<file path="config.mk">
export PLATFORM = sky130hd
export DESIGN_NAME = locd_ctrl
export DESIGN_NICKNAME = d
export VERILOG_FILES = /design/src/rtl/locd_pkg.sv /design/src/rtl/locd_ctrl.sv
export SDC_FILE = /design/constraint.sdc
export NUM_CORES = 1
export LEC_CHECK = 0
export BUFFER_PORTS_ARGS = -buffer_cell sky130_fd_sc_hd__buf_4
export CAP_MARGIN = 20
export CORE_MARGIN = 3
export CORE_UTILIZATION = 45
export CTS_CLUSTER_DIAMETER = 60
export DETAILED_ROUTE_END_ITERATION = 12
export HOLD_SLACK_MARGIN = 0.1
export PLACE_DENSITY = 0.73
export SLEW_MARGIN = 25
export SYNTH_ARGS = -nofsm -noshare
export SYNTH_HDL_FRONTEND = slang
export SYNTH_SLANG_ARGS = --single-unit
</file>
<file path="constraint.sdc">
create_clock -name clk -period 5.8 [get_ports clk]
set_input_delay 1.74 -clock clk [delete_from_list [all_inputs] [get_ports clk]]
set_output_delay 1.74 -clock clk [all_outputs]
set_load 0.1 [all_outputs]
</file>
<file path="src/rtl/locd_pkg.sv">
package locd_pkg;

    localparam int DEF_MAX_NODES   = 64;
    localparam int DEF_MAX_THREADS = 8;
    localparam int DEF_MAX_HELD    = 16;
    localparam int DEF_ADDR_BITS   = 48;

    localparam int OP_W     = 2;
    localparam int TID_W    = 3;
    localparam int MADDR_W  = 48;
    localparam int STATUS_W = 3;
    localparam int TOTAL_W  = 7;
    localparam int S_DATA_W = 56;
    localparam int M_DATA_W = 16;

    localparam logic [OP_W-1:0] OP_REGISTER = 2'd0;
    localparam logic [OP_W-1:0] OP_LOCK     = 2'd1;
    localparam logic [OP_W-1:0] OP_UNLOCK   = 2'd2;

    localparam logic [STATUS_W-1:0] ST_OK         = 3'd0;
    localparam logic [STATUS_W-1:0] ST_DEADLOCK   = 3'd1;
    localparam logic [STATUS_W-1:0] ST_UNKNOWN    = 3'd2;
    localparam logic [STATUS_W-1:0] ST_TABLE_FULL = 3'd3;
    localparam logic [STATUS_W-1:0] ST_STACK_FULL = 3'd4;
    localparam logic [STATUS_W-1:0] ST_HALTED     = 3'd5;

    typedef struct packed {
        logic                capture;
        logic                set_st;
        logic [STATUS_W-1:0] st;
        logic                scan_init;
        logic                key_held;
        logic                scan_rd;
        logic                scan_next;
        logic                save_to;
        logic                save_from;
        logic                node_wr;
        logic                held_rd_last;
        logic                walk_init;
        logic                walk_pick;
        logic                walk_merge;
        logic                edge_rd_from;
        logic                edge_wr_bit;
        logic                push;
        logic                unl_init;
        logic                unl_rd;
        logic                unl_step;
        logic                unl_done;
        logic                finish;
    } locd_cmd_t;

    typedef struct packed {
        logic [OP_W-1:0] op;
        logic            tid_ok;
        logic            halted;
        logic            depth_zero;
        logic            depth_full;
        logic            scan_end;
        logic            scan_hit;
        logic            table_full;
        logic            same_node;
        logic            pend_empty;
        logic            target_hit;
        logic            unl_end;
        logic            out_busy;
    } locd_stat_t;

endpackage

</file>
<file path="src/rtl/locd_ctrl.sv">
module locd_ctrl
    import locd_pkg::*;
(
    input  logic       clk,
    input  logic       rst_n,
    input  logic       in_valid,
    output logic       in_ready,
    input  locd_stat_t stat,
    output locd_cmd_t  cmd
);

    typedef enum logic [13:0] {
        S_IDLE       = 14'b00000000000001,
        S_DISPATCH   = 14'b00000000000010,
        S_SCAN_RD    = 14'b00000000000100,
        S_SCAN_CMP   = 14'b00000000001000,
        S_HELD_WAIT  = 14'b00000000010000,
        S_WALK_INIT  = 14'b00000000100000,
        S_WALK_PICK  = 14'b00000001000000,
        S_WALK_MERGE = 14'b00000010000000,
        S_EDGE_RD    = 14'b00000100000000,
        S_EDGE_WR    = 14'b00001000000000,
        S_PUSH       = 14'b00010000000000,
        S_UNL_RD     = 14'b00100000000000,
        S_UNL_CMP    = 14'b01000000000000,
        S_FINISH     = 14'b10000000000000
    } state_t;

    typedef enum logic [1:0] {
        PH_REG  = 2'd0,
        PH_TO   = 2'd1,
        PH_FROM = 2'd2
    } phase_t;

    state_t state_reg, state_next;
    phase_t phase_reg, phase_next;

    assign in_ready = (state_reg == S_IDLE);

    always_ff @(posedge clk or negedge rst_n)
    begin
        if (!rst_n)
        begin
            state_reg <= S_IDLE;
            phase_reg <= PH_REG;
        end
        else
        begin
            state_reg <= state_next;
            phase_reg <= phase_next;
        end
    end

    always_comb
    begin
        state_next = state_reg;
        phase_next = phase_reg;
        cmd        = '0;
        cmd.st     = ST_OK;
        case (state_reg)
            S_IDLE:
            begin
                if (in_valid)
                begin
                    cmd.capture = 1'b1;
                    state_next  = S_DISPATCH;
                end
            end
            S_DISPATCH:
            begin
                cmd.set_st = 1'b1;
                state_next = S_FINISH;
                if (stat.halted)
                begin
                    cmd.st = ST_HALTED;
                end
                else if (stat.op == OP_REGISTER)
                begin
                    cmd.scan_init = 1'b1;
                    phase_next    = PH_REG;
                    state_next    = S_SCAN_RD;
                end
                else if (stat.op == OP_LOCK && stat.tid_ok)
                begin
                    if (stat.depth_full)
                    begin
                        cmd.st = ST_STACK_FULL;
                    end
                    else
                    begin
                        cmd.scan_init = 1'b1;
                        phase_next    = PH_TO;
                        state_next    = S_SCAN_RD;
                    end
                end
                else if (stat.op == OP_UNLOCK && stat.tid_ok)
                begin
                    cmd.unl_init = 1'b1;
                    state_next   = S_UNL_RD;
                end
            end
            S_SCAN_RD:
            begin
                if (stat.scan_end)
                begin
                    // address not registered
                    if (phase_reg == PH_REG)
                    begin
                        if (stat.table_full)
                        begin
                            cmd.set_st = 1'b1;
                            cmd.st     = ST_TABLE_FULL;
                        end
                        else
                        begin
                            cmd.node_wr = 1'b1;
                        end
                        state_next = S_FINISH;
                    end
                    else
                    begin
                        cmd.set_st = 1'b1;
                        cmd.st     = ST_UNKNOWN;
                        state_next = S_PUSH;
                    end
                end
                else
                begin
                    cmd.scan_rd = 1'b1;
                    state_next  = S_SCAN_CMP;
                end
            end
            S_SCAN_CMP:
            begin
                if (stat.scan_hit)
                begin
                    if (phase_reg == PH_REG)
                    begin
                        state_next = S_FINISH;
                    end
                    else if (phase_reg == PH_TO)
                    begin
                        cmd.save_to = 1'b1;
                        if (stat.depth_zero)
                        begin
                            state_next = S_PUSH;
                        end
                        else
                        begin
                            cmd.held_rd_last = 1'b1;
                            state_next       = S_HELD_WAIT;
                        end
                    end
                    else
                    begin
                        cmd.save_from = 1'b1;
                        state_next    = S_WALK_INIT;
                    end
                end
                else
                begin
                    cmd.scan_next = 1'b1;
                    state_next    = S_SCAN_RD;
                end
            end
            S_HELD_WAIT:
            begin
                cmd.scan_init = 1'b1;
                cmd.key_held  = 1'b1;
                phase_next    = PH_FROM;
                state_next    = S_SCAN_RD;
            end
            S_WALK_INIT:
            begin
                if (stat.same_node)
                begin
                    cmd.set_st = 1'b1;
                    cmd.st     = ST_DEADLOCK;
                    state_next = S_EDGE_RD;
                end
                else
                begin
                    cmd.walk_init = 1'b1;
                    state_next    = S_WALK_PICK;
                end
            end
            S_WALK_PICK:
            begin
                if (stat.pend_empty)
                begin
                    state_next = S_EDGE_RD;
                end
                else
                begin
                    cmd.walk_pick = 1'b1;
                    state_next    = S_WALK_MERGE;
                end
            end
            S_WALK_MERGE:
            begin
                cmd.walk_merge = 1'b1;
                if (stat.target_hit)
                begin
                    cmd.set_st = 1'b1;
                    cmd.st     = ST_DEADLOCK;
                    state_next = S_EDGE_RD;
                end
                else
                begin
                    state_next = S_WALK_PICK;
                end
            end
            S_EDGE_RD:
            begin
                cmd.edge_rd_from = 1'b1;
                state_next       = S_EDGE_WR;
            end
            S_EDGE_WR:
            begin
                cmd.edge_wr_bit = 1'b1;
                state_next      = S_PUSH;
            end
            S_PUSH:
            begin
                cmd.push   = 1'b1;
                state_next = S_FINISH;
            end
            S_UNL_RD:
            begin
                if (stat.unl_end)
                begin
                    cmd.unl_done = 1'b1;
                    state_next   = S_FINISH;
                end
                else
                begin
                    cmd.unl_rd = 1'b1;
                    state_next = S_UNL_CMP;
                end
            end
            S_UNL_CMP:
            begin
                cmd.unl_step = 1'b1;
                state_next   = S_UNL_RD;
            end
            S_FINISH:
            begin
                // hold until the output register is free
                if (!stat.out_busy)
                begin
                    cmd.finish = 1'b1;
                    state_next = S_IDLE;
                end
            end
            default:
            begin
                state_next = S_IDLE;
            end
        endcase
    end

endmodule

</file>
---- Yosys cells after proc, flatten, opt, wreduce, memory -nomap -nowiden ----
Cells that the tools add are included.
storage, ports and cells
  register bits after elaboration ......... 16
  bits of input ports ..................... 17
  output and inout port bits .............. 25
  word-level logic and storage cells ...... 108
operators by class
  eq/ne operators ......................... 22
  muxes and demuxes ....................... 77
  reductions and logical operators ........ 7
operator list
  operator                                                            count
  14-bit case mux with 14 select lines                                1
  14-bit two-way mux                                                  12
  1-bit two-way mux                                                   40
  9-bit two-way mux                                                   3
  4-bit two-way mux                                                   6
  11-bit two-way mux                                                  2
  4-bit case mux with 4 select lines                                  1
  14-bit by 1-bit == test with 1-bit output (second input constant)   1
  14-bit by 10-bit == test with 1-bit output (second input constant)  1
  14-bit by 11-bit == test with 1-bit output (second input constant)  1
  14-bit by 12-bit == test with 1-bit output (second input constant)  1
  14-bit by 13-bit == test with 1-bit output (second input constant)  1
  14-bit == test (second input constant)                              1
  14-bit by 2-bit == test with 1-bit output (second input constant)   1
  14-bit by 3-bit == test with 1-bit output (second input constant)   1
  14-bit by 4-bit == test with 1-bit output (second input constant)   1
  14-bit by 5-bit == test with 1-bit output (second input constant)   1
  14-bit by 6-bit == test with 1-bit output (second input constant)   1
  14-bit by 7-bit == test with 1-bit output (second input constant)   1
  14-bit by 8-bit == test with 1-bit output (second input constant)   1
  14-bit by 9-bit == test with 1-bit output (second input constant)   1
  2-bit two-way mux                                                   6
  3-bit two-way mux                                                   4
  2-bit != test (second input constant)                               3
  other kinds (10)                                                    14

---- Depth between registers and ports, before layout ----
Gate-level depths: netlist (run 1).
  word-level depth ........................ 7
  depth in mapped cells ................... 7

---- Least setup slack after synthesis (run 1) ----
OpenSTA, ideal clock, no wires.
  path type ............................... input-to-output
  from .................................... input port stat[3] in the netlist's numbering
  to ...................................... output port cmd[9] in the netlist's numbering
  data arrival time ....................... 4,829 ps
  required time ........................... 4,060 ps
  path slack .............................. -769 ps
  stages on the path ...................... 1
  buffers on the path ..................... 0
  path through ............................ nor4b_1
on the way
  longest elaborated chain between the ends .. 2
RTL lines
  element             line              text
  start: declaration  locd_ctrl.sv:8    input locd_stat_t stat,
  1-bit two-way mux   locd_ctrl.sv:189  if (stat.pend_empty)
  1-bit two-way mux   locd_ctrl.sv:60   case (state_reg)
  end: declaration    locd_ctrl.sv:9    output locd_cmd_t cmd
No other way between the ends.

==> impl_metrics.py, run 1 <==
metrics = {
    "drt": {
        "vias": 1311,
        "first_pass_iters": 4,
        "wl_mm": 3.21,
        "drc": 0,
        "dr.first_iter.drc_count": 27,
        "postRouteAntennaNets": 0,
        "vias_per_cell": 6.01,
        "wl_per_cell_um": 14.7,
    },
    "sta": {
        "period_needed_ns": 4.85,
        "hold_viol": 0,
        "slew_headroom_pct": 69.4,
        "setup_violations": 0,
        "rsz0062_at_grt": "no",
        "post-route-period-util_pct": 83.6,
        "max_freq_mhz": 206,
        "worstMarginPinSlew_ns": 0.452,
        "fin_worst_skew_ns": 0.00924,
        "slew_violations": 0,
        "finalSetupTns_ns": 0,
    },
    "global_route": {
        "antenna_found_initial": 0,
        "grt_max_degree": 17,
        "grt_first_pass_wirelength_mm": 5.29,
        "grt_usage_pct": 20.0,
        "grt_pass1_vias": 1204,
        "overflow": 0,
    },
    "die": {
        "die_area_um2": 3330,
        "io_pins": 42,
        "start_util_pct": 47.8,
        "core_um2": 2520,
        "std_cell_rows": 18,
        "fp.dieW_um": 57.7,
        "die_y_um": 57.7,
    },
    "clock_tree": {
        "clk_path_buf_depth": 2,
        "root_buffer": "clkbuf_4",
        "clock_latency_ns": 0.30,
        "htreeDepth": 1,
        "cts_tree": "built",
        "cts.sinks": 16,
        "cts_inserted_buffers": 3,
        "cts_hold_buf": 0,
        "post-cts-setup-buffer-count": 0,
        "cts_resized": 0,
        "clk_pin_slew_ns": 0.11,
    },
    "placement": {
        "dpl-instance-area_um2": 1550,
        "portBuffers": 41,
        "dp.cells": 214,
        "dpl.hpwl_mm": 2.48,
        "gp_congestion": 0.772,
    },
    "run": {
        "drv_cap": 0,
    },
    "worst_setup_path": {
        "crit_buf_inv": 1,
        "cpPeakStageDelay_ns": 0.57,
        "path_class": "flip-flop to output port",
        "crit_slowest_cell": "or3_1",
        "crit_arrival_ns": 3.11,
        "crit_required_ns": 4.06,
        "path_common_cell": "or3_1",
        "end_kind": "output port",
        "crit_family": "simple AND/OR/NAND/NOR gates",
        "startpoint_type": "flip-flop",
        "cp_max_fo": 11,
        "crit_chain": "or3_1, or3_1, or3_4, or3b_4, nand2_1, buf_4",
        "crit_start": "state_reg[8]$_DFFE_PN0P_",
        "r2r_start": "state_reg[8]$_DFFE_PN0P_",
    },
    "synth": {
        "syn-instance-count": 152,
        "yosys_warnings": 0,
        "synth.area.top_cells": "dfrtp_1 (31%), nor2_1 (5.3%), nor3_1 (4.6%), o21ai_0 (3.7%), nor4_1 (3.6%)",
        "syn_area_per_cell_um2": 7.93,
        "synth_cell_type_count": 42,
        "synth_ff_type": "dfrtp_1",
        "synth_edf_count": 0,
        "ys_seq_area_share_pct": 33.3,
        "synth_top_area_share_pct": 31.2,
        "synthesis.area_um2": 1200,
        "synthesis.nets": 169,
        "synth_top_area_cell": "dfrtp_1",
        "ys_seq_elements": 16,
        "async_flop_share_pct": 100,
    },
    "power_and_ir_drop": {
        "p_total_w": 0.000506,
        "powerDensity_nw_per_um2": 320,
        "vdd_drop_max_v": 0.000315,
        "total_leakage_power_nw": 0.785,
    },
    "finish": {
        "instances_no_fill": 218,
        "drive_above_1_share_pct": 33.0,
        "design_area_um2": 1580,
        "area_growth_pct": 31.5,
        "num_antenna_cells": 0,
        "nets": 206,
        "layout_common_cells": "buf_4 (41), nor2_1 (17), dfrtp_1 (15)",
        "largest_reg_flops": 14,
        "layout_commonest_cell": "buf_4",
    },
    "min_path": {
        "hp-start": "phase_reg[0]$_DFFE_PN0P_",
        "hold_class": "flip-flop to flip-flop",
    },
    "status": {
        "outcome": "completed",
    },
}
logic make-up after synthesis:
logic type	synth area share, %
flops	33.3
compound gates	15.9
xor+xnor	2.91
simple gates	42.9
buf+inv	4.98
power breakdown:
group | switching [W] | internal, W
Sequential | 0.0000267 | 0.000130
Combinational | 0.000195 | 0.0000765
Clock | 0.0000398 | 0.0000383
Total | 0.000261 | 0.000245
routing by layer:
| layer | vias to the layer above | share of wire [%] | global-route usage, % |
|---|---|---|---|
| met3 | 4 | 5.5 | 3.79 |
| met5 | - | 0 | 0 |
| li1 | 639 | - | - |
| met1 | 630 | 44 | 26.9 |
| met4 | 0 | 0.90 | 4.97 |
| met2 | 38 | 49 | 33.2 |
worst paths after layout:
| kind | endpoint | slack [ns] | cells after the start |
|---|---|---|---|
| worst max-delay path | cmd[18] | 0.95 | 6 |
| worst min-delay path | phase_reg[0]$_DFFE_PN0P_ | 0.56 | 2 |
| worst max register to register | phase_reg[1]$_DFFE_PN0P_ | 3.12 | 5 |
| worst min register to register | phase_reg[0]$_DFFE_PN0P_ | 0.56 | 2 |
| max in group asynchronous | state_reg[0]$_DFFE_PN1P_ | 4.28 | 1 |
| min in group asynchronous | state_reg[1]$_DFFE_PN0P_ | 1.28 | 1 |
cell usage after synthesis (5+ instances only):
master,number
nor2_1,17
dfrtp_1,15
nand2_1,11
nor3_1,11
o21ai_0,9
a21oi_1,7
nor4_1,7
and3_1,5
clkbuf_1,5
inv_1,5
or3_1,5
through the flow:
step	utilization [%]	hold slack, ns	setup WS [ns]
6_report	62.8	0.562	0.953
5_1_grt	62.8	0.589	0.862
3_5_place_dp	61.4	0.550	1.02
2_1_floorplan	-	0.523	0.133
4_1_cts	62.8	0.565	0.959
3_3_place_gp	61.4	0.559	1.05
final cells by class:
class                   instances  area, µm²
multi-input cells             122        782
repair buffers                 41        308
well taps                      30       37.5
inverters                       5       18.8
clock buffers                   4       36.3
fillers                       245        938
flip-flops and latches         16        402
tightest hold or removal path, cell delays in order, from the launching register on:
cell	delay [ns]
dfrtp_1	0.41
nand2_1	0.06
a21oi_1	0.06
Note: power is estimated with default switching activity, not from simulation.
==> run 2: changes to the inputs <==
--- a/config.mk
+++ b/config.mk
@@ -12,7 +12,7 @@
 export CTS_CLUSTER_DIAMETER = 60
 export DETAILED_ROUTE_END_ITERATION = 12
 export HOLD_SLACK_MARGIN = 0.1
-export PLACE_DENSITY = 0.73
+export PLACE_DENSITY = 0.76
 export SLEW_MARGIN = 25
 export SYNTH_ARGS = -nofsm -noshare
 export SYNTH_HDL_FRONTEND = slang
==> constraint.sdc (replaced) <==
create_clock -name clk -period 4.3 [get_ports clk]
set_input_delay 1.29 -clock clk [delete_from_list [all_inputs] [get_ports clk]]
set_output_delay 1.29 -clock clk [all_outputs]
set_load 0.1 [all_outputs]
==> run 2 against run 1 <==
  * Clock skew shrank 0.0018 ns
  * Wire length grew 0.50%
  * Combinational power grew 49%
  * Critical path depth is the same
  * Utilization grew 2.6 points
  * Clock power grew 8.2%
  * Setup slack lost 0.81 ns
  * Register-to-register slack lost 1.3 ns
  * Flip-flop and latch count is the same
  * Largest cell class unchanged
  * Largest power group unchanged
==> impl_metrics.py, run 2 (synthesized netlist as in run 1, its figures left out) <==
metrics = {
    "sta": {
        "post-route-period-util_pct": 96.8,
        "period_needed_ns": 4.16,
        "worstMarginPinSlew_ns": 0.488,
        "slew_headroom_pct": 67.0,
        "setup_violations": 0,
        "hold_viol": 0,
        "slew_violations": 0,
        "rsz0062_at_grt": "no",
        "setup_slack_ns": 0.138,
        "max_freq_mhz": 240,
        "fin_worst_skew_ns": 0.00740,
    },
    "global_route": {
        "grt_first_pass_wirelength_mm": 5.44,
        "overflow": 0,
        "grt_max_degree": 17,
        "antenna_found_initial": 0,
        "grt_usage_pct": 20.2,
        "grt_pass1_vias": 1238,
    },
    "drt": {
        "wl_per_cell_um": 14.7,
        "wl_met1_mm": 1.46,
        "drc": 0,
        "vias": 1286,
        "wl_met2_mm": 1.57,
        "dr_wl_met3_um": 178,
        "wl_mm": 3.22,
        "dr.first_iter.drc_count": 32,
        "postRouteAntennaNets": 0,
        "first_pass_iters": 4,
        "top_layer": "met4",
        "vias_per_cell": 5.85,
    },
    "die": {
        "std_cell_rows": 18,
        "die_y_um": 57.7,
        "die_area_um2": 3330,
        "start_util_pct": 47.8,
        "io_pins": 42,
        "core_um2": 2520,
        "fp.dieW_um": 57.7,
    },
    "finish": {
        "layout_common_cells": "buf_4 (43), nor2_1 (15), dfrtp_1 (15)",
        "design_area_um2": 1650,
        "multi_input_area_um2": 843,
        "nets": 208,
        "utilization_pct": 65.4,
        "layout_commonest_cell": "buf_4",
        "num_antenna_cells": 0,
        "area_growth_pct": 37.0,
        "nFillCells": 217,
        "seq_area_um2": 402,
        "largest_reg_flops": 14,
        "drive_above_1_share_pct": 36.3,
    },
    "clock_tree": {
        "clk_path_buf_depth": 2,
        "cts_resized": 0,
        "cts_inserted_buffers": 3,
        "cts.sinks": 16,
        "cts_hold_buf": 0,
        "htreeDepth": 1,
        "clock_latency_ns": 0.29,
        "post-cts-setup-buffer-count": 0,
        "root_buffer": "clkbuf_4",
        "cts_tree": "built",
        "clk_pin_slew_ns": 0.10,
    },
    "power_and_ir_drop": {
        "p_total_w": 0.000693,
        "power_frac_seq_pct": 29.4,
        "total_leakage_power_nw": 0.798,
        "clkPwrFrac_pct": 12.2,
        "powerDensity_nw_per_um2": 420,
        "p_int_w": 0.000326,
        "vdd_drop_max_v": 0.000439,
        "power.switching_w": 0.000366,
        "switching_share_pct": 52.9,
        "combinationalPowerShare_pct": 58.4,
    },
    "worst_setup_path": {
        "path_class": "flip-flop to output port",
        "r2r_start": "state_reg[8]$_DFFE_PN0P_",
        "cp_max_fo": 8,
        "startpoint_type": "flip-flop",
        "end_kind": "output port",
        "crit_required_ns": 3.01,
        "crit_start": "state_reg[8]$_DFFE_PN0P_",
        "crit_arrival_ns": 2.87,
    },
    "placement": {
        "dpl-instance-area_um2": 1620,
        "dp_slack_ns": 0.428,
        "gp_congestion": 0.820,
        "dpl.hpwl_mm": 2.54,
        "portBuffers": 41,
    },
    "min_path": {
        "hp-start": "phase_reg[0]$_DFFE_PN0P_",
        "hold_class": "flip-flop to flip-flop",
    },
    "status": {
        "outcome": "completed",
    },
    "run": {
        "drv_cap": 0,
    },
}
run 2: cell count changes in the layout (fill, tap and decap cells not counted), sizes merged:
cell,before,now
buf,41,43
run 2: worst max-delay path, cell delays in order, from the launching register on:
cell,delay [ns]
dfrtp_1,0.45
or3_1,0.53
or3_1,0.43
or3_4,0.40
or3b_4,0.40
nand2_1,0.08
buf_4,0.29
run 2: power by group through the flow:
stage / Clock (W) / Combinational, W / Sequential [W]
5_1_grt: 0.0000956 / 0.000436 / 0.000211
2_1_floorplan: 0 / 0.000324 / 0.000193
6_report: 0.0000846 / 0.000405 / 0.000204
3_3_place_gp: 0 / 0.000400 / 0.000206
4_1_cts: 0.0000859 / 0.000403 / 0.000204
3_5_place_dp: 0 / 0.000401 / 0.000207
run 2: metrics by stage:
stage / instances / hold WS [ns] / TNS (ns)
2_1_floorplan: 152 / 0.544 / -0.340
3_3_place_gp: 216 / 0.572 / 0
3_5_place_dp: 216 / 0.571 / 0
4_1_cts: 220 / 0.584 / 0
5_1_grt: 220 / 0.633 / 0
6_report: 220 / 0.583 / 0
run 2: area by class of cell:
| cell class | count | area share [%] |
|---|---|---|
| clock buffers | 4 | 1.59 |
| inverters | 5 | 1.14 |
| multi-input cells | 122 | 51.1 |
| flip-flops and latches | 16 | 24.3 |
| well taps | 30 | 2.27 |
| repair buffers | 43 | 19.6 |
run 2: per-layer routing:
| metal | up-vias | global-route usage (%) |
|---|---|---|
| met3 | 2 | 2.45 |
| met5 | - | 0 |
| met1 | 609 | 27.2 |
| met2 | 35 | 35.0 |
| met4 | 0 | 3.97 |
| li1 | 640 | - |
run 2: worst paths after layout:
| kind | depth (start not counted) | slack, ns | endpoint |
|---|---|---|---|
| max reg2reg | 5 | 1.83 | phase_reg[1]$_DFFE_PN0P_ |
| min | 2 | 0.58 | phase_reg[0]$_DFFE_PN0P_ |
| max in group asynchronous | 1 | 3.21 | state_reg[0]$_DFFE_PN1P_ |
| max | 6 | 0.14 | cmd[18] |
| min in group asynchronous | 1 | 0.84 | state_reg[6]$_DFFE_PN0P_ |
| min reg2reg | 2 | 0.58 | phase_reg[0]$_DFFE_PN0P_ |
